==> config.mk <==
export PLATFORM = sky130hd
export DESIGN_NAME = delayed_command_queue
export DESIGN_NICKNAME = d
export VERILOG_FILES = /design/src/rtl/dcq_pkg.sv /design/src/rtl/dcq_front.sv /design/src/rtl/dcq_back.sv /design/src/rtl/delayed_command_queue.sv
export VERILOG_INCLUDE_DIRS = /design/src /design/src/rtl
export SDC_FILE = /design/constraint.sdc
export NUM_CORES = 2
export LEC_CHECK = 0
export BUFFER_PORTS_ARGS = -buffer_cell sky130_fd_sc_hd__buf_2
export CAP_MARGIN = 40
export CORE_MARGIN = 10
export CORE_UTILIZATION = 26
export DETAILED_ROUTE_END_ITERATION = 12
export GPL_ROUTABILITY_DRIVEN = 1
export PLACE_DENSITY_LB_ADDON = 0.25
export SYNTH_ARGS = -nofsm -noshare
export SYNTH_HDL_FRONTEND = slang
export SYNTH_HIERARCHICAL = 1
export SYNTH_SLANG_ARGS = --single-unit
==> constraint.sdc <==
create_clock -name i_clk -period 7.99 [get_ports i_clk]
set_input_delay 2.397 -clock i_clk [delete_from_list [all_inputs] [get_ports i_clk]]
set_output_delay 2.397 -clock i_clk [all_outputs]
set_load 0.005 [all_outputs]
==> src/rtl/assert_macros.svh <==
// ----------------------------------------------------------------------------
// assert_macros.svh
// Clocked assertion helpers shared by dcq_front and dcq_back.
// ----------------------------------------------------------------------------
`ifndef ASSERT_MACROS_SVH
`define ASSERT_MACROS_SVH

// Property holds at every clock edge outside reset.
`define ASSERT_ALWAYS(label, clk, rst_n, prop) \
    label: assert property (@(posedge clk) disable iff (!rst_n) (prop)) \
        else $error("assertion failed");

// Antecedent in one cycle implies consequent in the next.
`define ASSERT_NEXT(label, clk, rst_n, ante, cons) \
    label: assert property (@(posedge clk) disable iff (!rst_n) (ante) |=> (cons)) \
        else $error("assertion failed");

`endif

==> src/rtl/dcq_pkg.sv <==
// ----------------------------------------------------------------------------
// dcq_pkg
// Types, codes and defaults shared by the delayed command queue.
// ----------------------------------------------------------------------------
package dcq_pkg;

    localparam int DCQ_QUEUE_DEPTH  = 64;
    localparam int DCQ_COMMAND_BITS = 16;
    localparam int DCQ_TIME_BITS    = 32;

    localparam logic [1:0] REQ_PUSH  = 2'd0;
    localparam logic [1:0] REQ_TICK  = 2'd1;
    localparam logic [1:0] REQ_CLEAR = 2'd2;

    typedef struct packed {
        logic [1:0]  req_type;
        logic [31:0] delay_ms;
        logic [15:0] command_id;
        logic [31:0] now_ms;
    } t_req;

    typedef struct packed {
        logic        fired;
        logic [15:0] fired_command;
        logic        push_dropped;
        logic        all_idle;
        logic [6:0]  queued_count;
    } t_result;

    typedef enum logic [1:0] {
        OP_PUSH   = 2'd0,
        OP_TICK   = 2'd1,
        OP_CLEAR  = 2'd2,
        OP_STATUS = 2'd3
    } t_op;

    // stamp is the delay for a push and the current time for a tick
    typedef struct packed {
        t_op         op;
        logic [15:0] cmd;
        logic [31:0] stamp;
    } t_op_item;

    typedef struct packed {
        logic     valid;
        t_op_item item;
    } t_link;

endpackage

==> src/rtl/dcq_front.sv <==
// ----------------------------------------------------------------------------
// dcq_front
// Accepts request items, classifies them and holds them in a two-entry queue.
// ----------------------------------------------------------------------------
`include "assert_macros.svh"

module dcq_front
    import dcq_pkg::*;
(
    input  logic  i_clk,
    input  logic  i_rst_n,
    input  logic  i_start,
    input  t_req  i_req,
    output logic  o_busy,
    input  logic  i_pop,
    output t_link o_link
);

    t_op_item   r_q [2];
    logic       r_wp;
    logic       r_rp;
    logic [1:0] r_count;
    logic       w_push;
    t_op_item   w_item;

    assign o_busy = (r_count == 2'd2);
    assign w_push = i_start && !o_busy;

    always_comb begin
        w_item.cmd = i_req.command_id;
        unique case (i_req.req_type)
            REQ_PUSH: begin
                w_item.op    = OP_PUSH;
                w_item.stamp = i_req.delay_ms;
            end
            REQ_TICK: begin
                w_item.op    = OP_TICK;
                w_item.stamp = i_req.now_ms;
            end
            REQ_CLEAR: begin
                w_item.op    = OP_CLEAR;
                w_item.stamp = i_req.now_ms;
            end
            default: begin
                w_item.op    = OP_STATUS;
                w_item.stamp = i_req.now_ms;
            end
        endcase
    end

    always_ff @(posedge i_clk) begin
        if (w_push) begin
            r_q[r_wp] <= w_item;
        end
    end

    always_ff @(posedge i_clk) begin
        if (!i_rst_n) begin
            r_wp    <= 1'b0;
            r_rp    <= 1'b0;
            r_count <= 2'd0;
        end else begin
            if (w_push) begin
                r_wp <= ~r_wp;
            end
            if (i_pop) begin
                r_rp <= ~r_rp;
            end
            priority case ({w_push, i_pop})
                2'b10:   r_count <= r_count + 2'd1;
                2'b01:   r_count <= r_count - 2'd1;
                default: r_count <= r_count;
            endcase
        end
    end

    assign o_link.valid = (r_count != 2'd0);
    assign o_link.item  = r_q[r_rp];

    `ASSERT_ALWAYS(a_front_no_underflow, i_clk, i_rst_n, !i_pop || (r_count != 2'd0))
    `ASSERT_ALWAYS(a_front_count_range, i_clk, i_rst_n, r_count != 2'd3)

endmodule

==> src/rtl/dcq_back.sv <==
// ----------------------------------------------------------------------------
// dcq_back
// Executes queued requests: entry memory, pending slot and result register.
// ----------------------------------------------------------------------------
`include "assert_macros.svh"

module dcq_back
    import dcq_pkg::*;
#(
    parameter int QUEUE_DEPTH  = DCQ_QUEUE_DEPTH,
    parameter int COMMAND_BITS = DCQ_COMMAND_BITS,
    parameter int TIME_BITS    = DCQ_TIME_BITS
) (
    input  logic    i_clk,
    input  logic    i_rst_n,
    input  t_link   i_link,
    output logic    o_pop,
    output logic    o_done,
    output t_result o_result
);

    localparam int AW   = $clog2(QUEUE_DEPTH);
    localparam int CNTW = $clog2(QUEUE_DEPTH + 1);
    localparam int EW   = COMMAND_BITS + TIME_BITS;

    typedef enum logic [1:0] {
        S_IDLE = 2'b01,
        S_EXEC = 2'b10
    } t_state;

    t_state                  r_state, n_state;
    t_op_item                r_cur;
    logic [EW-1:0]           r_mem [QUEUE_DEPTH];
    logic [EW-1:0]           r_rd_data;
    logic [AW-1:0]           r_head, n_head;
    logic [AW-1:0]           r_tail, n_tail;
    logic [CNTW-1:0]         r_count, n_count;
    logic                    r_pend_v, n_pend_v;
    logic [COMMAND_BITS-1:0] r_pend_cmd, n_pend_cmd;
    logic [TIME_BITS-1:0]    r_pend_due, n_pend_due;
    logic                    r_done;
    t_result                 r_result, n_result;
    logic                    w_wr_en;
    logic [EW-1:0]           w_wr_data;
    logic [TIME_BITS-1:0]    w_now;
    logic [TIME_BITS:0]      w_sum;
    logic [TIME_BITS-1:0]    w_due_new;
    logic                    w_fire;

    assign o_pop     = (r_state == S_IDLE) && i_link.valid;
    assign w_now     = TIME_BITS'(r_cur.stamp);
    assign w_sum     = {1'b0, w_now} + {1'b0, r_rd_data[TIME_BITS-1:0]};
    assign w_due_new = w_sum[TIME_BITS] ? {TIME_BITS{1'b1}} : w_sum[TIME_BITS-1:0];
    assign w_fire    = r_pend_v && (r_pend_due <= w_now);
    assign w_wr_data = {COMMAND_BITS'(r_cur.cmd), TIME_BITS'(r_cur.stamp)};

    always_comb begin
        n_state    = r_state;
        n_head     = r_head;
        n_tail     = r_tail;
        n_count    = r_count;
        n_pend_v   = r_pend_v;
        n_pend_cmd = r_pend_cmd;
        n_pend_due = r_pend_due;
        w_wr_en    = 1'b0;
        n_result   = r_result;
        unique case (r_state)
            S_IDLE: begin
                if (i_link.valid) begin
                    n_state = S_EXEC;
                end
            end
            S_EXEC: begin
                n_state                = S_IDLE;
                n_result.fired         = 1'b0;
                n_result.fired_command = '0;
                n_result.push_dropped  = 1'b0;
                unique case (r_cur.op)
                    OP_PUSH: begin
                        if (r_count == CNTW'(QUEUE_DEPTH)) begin
                            n_result.push_dropped = 1'b1;
                        end else begin
                            w_wr_en = 1'b1;
                            n_tail  = (r_tail == AW'(QUEUE_DEPTH - 1)) ? '0 : r_tail + 1'b1;
                            n_count = r_count + 1'b1;
                        end
                    end
                    OP_TICK: begin
                        if (w_fire) begin
                            n_result.fired         = 1'b1;
                            n_result.fired_command = 16'(r_pend_cmd);
                        end
                        if (!r_pend_v || w_fire) begin
                            if (r_count != '0) begin
                                n_pend_v   = 1'b1;
                                n_pend_cmd = r_rd_data[EW-1:TIME_BITS];
                                n_pend_due = w_due_new;
                                n_head     = (r_head == AW'(QUEUE_DEPTH - 1)) ?
                                             '0 : r_head + 1'b1;
                                n_count    = r_count - 1'b1;
                            end else begin
                                n_pend_v   = 1'b0;
                                n_pend_cmd = '0;
                                n_pend_due = '0;
                            end
                        end
                    end
                    OP_CLEAR: begin
                        n_head     = '0;
                        n_tail     = '0;
                        n_count    = '0;
                        n_pend_v   = 1'b0;
                        n_pend_cmd = '0;
                        n_pend_due = '0;
                    end
                    default: begin
                    end
                endcase
                n_result.all_idle     = (n_count == '0) && !n_pend_v;
                n_result.queued_count = 7'(n_count);
            end
            default: begin
                n_state = S_IDLE;
            end
        endcase
    end

    always_ff @(posedge i_clk) begin
        if (w_wr_en) begin
            r_mem[r_tail] <= w_wr_data;
        end
        if (o_pop) begin
            r_rd_data <= r_mem[r_head];
            r_cur     <= i_link.item;
        end
        r_result <= n_result;
    end

    always_ff @(posedge i_clk) begin
        if (!i_rst_n) begin
            r_state    <= S_IDLE;
            r_head     <= '0;
            r_tail     <= '0;
            r_count    <= '0;
            r_pend_v   <= 1'b0;
            r_pend_cmd <= '0;
            r_pend_due <= '0;
            r_done     <= 1'b0;
        end else begin
            r_state    <= n_state;
            r_head     <= n_head;
            r_tail     <= n_tail;
            r_count    <= n_count;
            r_pend_v   <= n_pend_v;
            r_pend_cmd <= n_pend_cmd;
            r_pend_due <= n_pend_due;
            r_done     <= (r_state == S_EXEC);
        end
    end

    assign o_done   = r_done;
    assign o_result = r_result;

    `ASSERT_ALWAYS(a_back_count_range, i_clk, i_rst_n, r_count <= CNTW'(QUEUE_DEPTH))
    `ASSERT_NEXT(a_back_exec_done, i_clk, i_rst_n, r_state == S_EXEC, r_done)
    `ASSERT_ALWAYS(a_back_fired_zero, i_clk, i_rst_n,
        !r_done || r_result.fired || (r_result.fired_command == '0))
    `ASSERT_ALWAYS(a_back_idle_match, i_clk, i_rst_n,
        !r_done || (r_result.all_idle == ((r_count == '0) && !r_pend_v)))

endmodule

==> src/rtl/delayed_command_queue.sv <==
// ----------------------------------------------------------------------------
// delayed_command_queue: FIFO of timed commands with one pending slot
// Path: front queue, current item register, execute state, done and result registers.
// The back end takes no new item until it has executed the one before.
// Results cannot be stalled; reset clears state, pointers, counts, pending slot and done only.
// ----------------------------------------------------------------------------
module delayed_command_queue
    import dcq_pkg::*;
#(
    parameter int QUEUE_DEPTH  = DCQ_QUEUE_DEPTH,
    parameter int COMMAND_BITS = DCQ_COMMAND_BITS,
    parameter int TIME_BITS    = DCQ_TIME_BITS
) (
    input  logic    i_clk,
    input  logic    i_rst_n,
    input  logic    start,
    input  t_req    i_req,
    output logic    busy,
    output logic    o_done,
    output t_result o_result
);

    t_link w_link;
    logic  w_pop;

    dcq_front u_front (
        .i_clk   (i_clk),
        .i_rst_n (i_rst_n),
        .i_start (start),
        .i_req   (i_req),
        .o_busy  (busy),
        .i_pop   (w_pop),
        .o_link  (w_link)
    );

    dcq_back #(
        .QUEUE_DEPTH  (QUEUE_DEPTH),
        .COMMAND_BITS (COMMAND_BITS),
        .TIME_BITS    (TIME_BITS)
    ) u_back (
        .i_clk    (i_clk),
        .i_rst_n  (i_rst_n),
        .i_link   (w_link),
        .o_pop    (w_pop),
        .o_done   (o_done),
        .o_result (o_result)
    );

endmodule

==> key figures <==
Routing
  – Drt pass-1 iters: 5
  – Via count: between 60k and 70k
  – DR DRC count: 0
  – Iteration-0 DRC Markers: 7037
  – DR vias/cell: between 4 and 5
  – Avg WL per Cell: approximately 30 um
  – Routed Antenna Nets: 0
  – DRT Wirelength: slightly below 400000 um

Pwr
  – VDD IR-drop max: around 330 uV
  – Combinational power share: between 10% and 20%
  – Internal power: about 32 mW
  – Pwr per Cell Area: 279.9 nW/um^2
  – Sequential power share: between 50% and 60%
  – Static leakage: between 40 and 50 nW
  – Clock share of power: 38.2%
  – Sw Share: approximately 25%
  – Net Switching: 10.62 mW

Yosys
  – Synth Warn #: 6
  – Mapped Area: 130300 um^2
  – Synth Flop Type: edfxtp_1
  – EDFF count, synth: about 3.3k
  – Number of synthesized register bits: ~3.4k
  – Async SR Flop Fraction: 0%
  – Post-Syn Instances: roughly 5.6k
  – Register area share after synthesis: 77.15%
  – Syn_area_per_cell: between 20 and 25 um^2
  – Synth cell types: 76
  – Syn_nets: 5716

Floorplan
  – Starting density of the core: a little over a quarter
  – Die Ht: about 730 um
  – I/O pin cnt: ~110
  – Num rows: ~260
  – Placeable Area: around 500000 um^2
  – Die width: 727.8 um
  – DIE AREA: ~530000 um^2

Place
  – Dpl ws: between 3 and 4 ns
  – # port buffers: about 110
  – DP HPWL: around 230000 um
  – Routability Congestion: approximately 0.82

CTS
  – TritonCTS clock tree: done
  – Clk_lat worst skew: between 0.9 and 1 ns
  – Setup Buffers After CTS: 0
  – Root buffer cell: clkbuf_16
  – Deepest clock path buffer count: 4
  – Num Clock Sinks: between 3k and 4k
  – Worst-path clk slew: 0.06 ns
  – Resize count post-CTS: 0
  – Cts hold-fix bufs: 0
  – Htree depth: 5
  – Cts bufs inserted: between 300 and 400

Job
  – Max Cap Viol: 0

Timing
  – Worst clock skew: ~0.033 ns
  – Final setup fails: 0
  – Setup ws final: 3.569 ns
  – Period utilisation layout: 55.33%
  – Worst rel slew slack: between 20% and 30%
  – Final Hold Vio Count: 0
  – Min cycle time layout: ~4.4 ns
  – Setup TNS: 0 ns
  – Slew Limit Fails: 0
  – RSZ-0062 raised after global routing: no
  – Slew of the pin with the lowest slew margin: roughly 1.1 ns
  – Fmax: 226.2 MHz
  – Hold WS: roughly 0.46 ns

GRT
  – Total gr overflow: 0
  – Largest net degree at the start of global routing: 125
  – Number of global-route vias before repair: ~64k
  – Initial antenna violation count: 16
  – Total GRT Usage: 14.33%
  – Global-route wire length before repair: ~540000 um

Status
  – Outcome: finished, final reports clean

Min path
  – Hold WC Path Type: flip-flop to flip-flop
  – Hold Path Origin: u_back/r_pend_due[21]

Worst setup path
  – Top delay family on crit path: simple AND/OR/NAND/NOR gates
  – Arrival time at the worst endpoint: around 5.3 ns
  – CP max stage delay: between 0.6 and 0.7 ns
  – Reg-to-Reg Start: u_back/w_now[31]
  – Element type at the critical path end: flip-flop
  – Buffers & Inverters on Critical Path: 3
  – Critical Path Slowest Stage Cell: or4_4
  – Setup Crit Path Kind: flip-flop to flip-flop
  – Critical path launch point: u_back/w_now[31]
  – Crit path cell chain: buf_4 -> inv_1 -> ha_1 -> nand4_2 -> or4_4 -> a31oi_1 -> o211ai_4 -> o211ai_4 -> buf_4 -> and2_1 -> a22oi_1 -> nand2_1
  – Worst EP required: 8.86 ns
  – CP startpoint kind: flip-flop
  – Max FO, Critical Path: 66

Final layout
  – Layout Area Growth over Synthesis: 17.28%
  – Reg area: 100500 um^2
  – Multi-input gate area: 28900 um^2
  – Filler Cell Count: between 40k and 50k
  – Nets: between 6k and 7k
  – Fraction of layout cells with a size suffix above 1: between 30% and 40%
[power by group through the flow]
stage / clock, mW / combinational (mW) / sequential [mW]
2_1_floorplan: 0 / 1.59 / 23.2
3_3_place_gp: 0 / 4.34 / 22.3
3_5_place_dp: 0 / 4.55 / 22.3
4_1_cts: 16.7 / 4.56 / 21.9
5_1_grt: 17.4 / 4.91 / 21.9
6_report: 16.3 / 4.51 / 21.9
[stage by stage]
step	power, mW	instance area [um^2]	cells	util [%]
global placement	26.64	140400	12258	28.18
finish	42.76	152800	12962	30.65
global route	44.24	152700	12953	30.65
floorplan	24.76	130300	5556	-
detailed placement	26.86	141400	12302	28.37
CTS	43.19	152700	12952	30.65
[tightest hold or removal path: cells and delay by family (launching register included)]
family | cells | cell delay, ns
flip-flops | 1 | 0.31
AND/OR/NAND/NOR | 2 | 0.09
[path summary, 6_finish.rpt]
kind | cells past startpoint | slack [ns] | endpoint
max | 12 | 3.57 | u_back/r_pend_due[25]
min | 2 | 0.46 | u_back/r_pend_due[21]
max reg2reg | 12 | 3.57 | u_back/r_pend_due[25]
min reg2reg | 2 | 0.46 | u_back/r_pend_due[21]
[placed cells by master (no fill, tap or decap), types with 23 or more instances in the layout]
master / count
dfxtp_1: 69
buf_2: 111
clkbuf_1: 79
inv_1: 60
nand2_1: 95
buf_12: 40
nor2_1: 44
o21ai_0: 75
a21boi_0: 25
clkbuf_16: 360
and3_1: 29
buf_4: 199
clkinv_1: 89
edfxtp_1: 3296
a21o_1: 24
ha_1: 74
bufinv_16: 34
mux2_2: 93
clkinv_2: 57
mux4_2: 996
a21oi_1: 48
nor2_4: 66
nor2b_1: 23
[cell usage after synthesis (4+ instances only)]
library cell / number / area (um^2)
a211oi_1: 5 / 37.54
a21boi_0: 25 / 187.7
a21o_1: 24 / 180.2
a21oi_1: 48 / 240.2
a22oi_1: 19 / 142.6
a31oi_1: 13 / 81.33
and2_1: 17 / 106.4
and3_1: 30 / 187.7
buf_1: 45 / 168.9
buf_2: 49 / 245.2
clkbuf_1: 183 / 686.9
dfxtp_1: 76 / 1521
edfxtp_1: 3296 / 98970
ha_1: 74 / 925.9
inv_1: 62 / 232.7
mux2_2: 93 / 1047
mux2i_1: 14 / 140.1
mux4_2: 996 / 22430
nand2_1: 95 / 356.6
nand2b_1: 5 / 31.28
nand3_1: 19 / 95.09
nand3b_1: 6 / 45.04
nand4_1: 11 / 68.82
nor2_1: 109 / 409.1
nor2b_1: 23 / 143.9
nor3_1: 16 / 80.08
nor3b_1: 4 / 30.03
o211a_1: 5 / 50.05
o211ai_1: 5 / 37.54
o21a_1: 7 / 52.55
o21ai_0: 77 / 385.4
o31ai_1: 5 / 37.54
or3_1: 10 / 62.56
xnor2_1: 17 / 148.9
xor2_1: 8 / 70.07
[registers in the layout, summed over array words and instances, names as in the netlist, 2 cells and up, named ones only]
register	count
u_back/r_mem	3072
u_front/r_q	100
u_back/r_rd_data	48
u_back/r_pend_due	32
u_back/w_now	32
u_back/o_result	26
u_back/r_cur	18
u_back/r_pend_cmd	16
u_back/r_count	7
u_back/r_head	6
u_back/r_tail	6
u_back/r_state	2
u_front/r_count	2
[cells by family (layout without fill, tap and decap cells)]
logic type | count (synthesis) | after routing | synth area share [%]
simple gates | 367 | 367 | 1.392
flops | 3372 | 3372 | 77.15
buf+inv | 345 | 1086 | 1.056
mux | 1105 | 1105 | 18.15
xor+xnor | 25 | 25 | 0.1681
fa+ha+maj | 75 | 75 | 0.7262
compound gates | 267 | 267 | 1.360
other cells | 0 | 10 | 0
[metal layers]
layer	track usage, %	vias to the layer above	share of wire (%)
met3	1.833	451	5.4
met5	0	-	0.010
met1	20.50	35235	45
met4	3.189	6	2.2
li1	-	24736	-
met2	23.37	2136	48
[cell type report]
class / count / area share (%)
sequential: 3372 / 65.80
multi-input combinational: 1839 / 18.92
clock buffer: 440 / 6.100
tap: 6655 / 5.451
timing repair buffer: 372 / 2.221
clock inverter: 210 / 1.337
inverter: 64 / 0.1581
antenna: 10 / 0.01638
No activity file was read; power rests on OpenSTA's default activity.
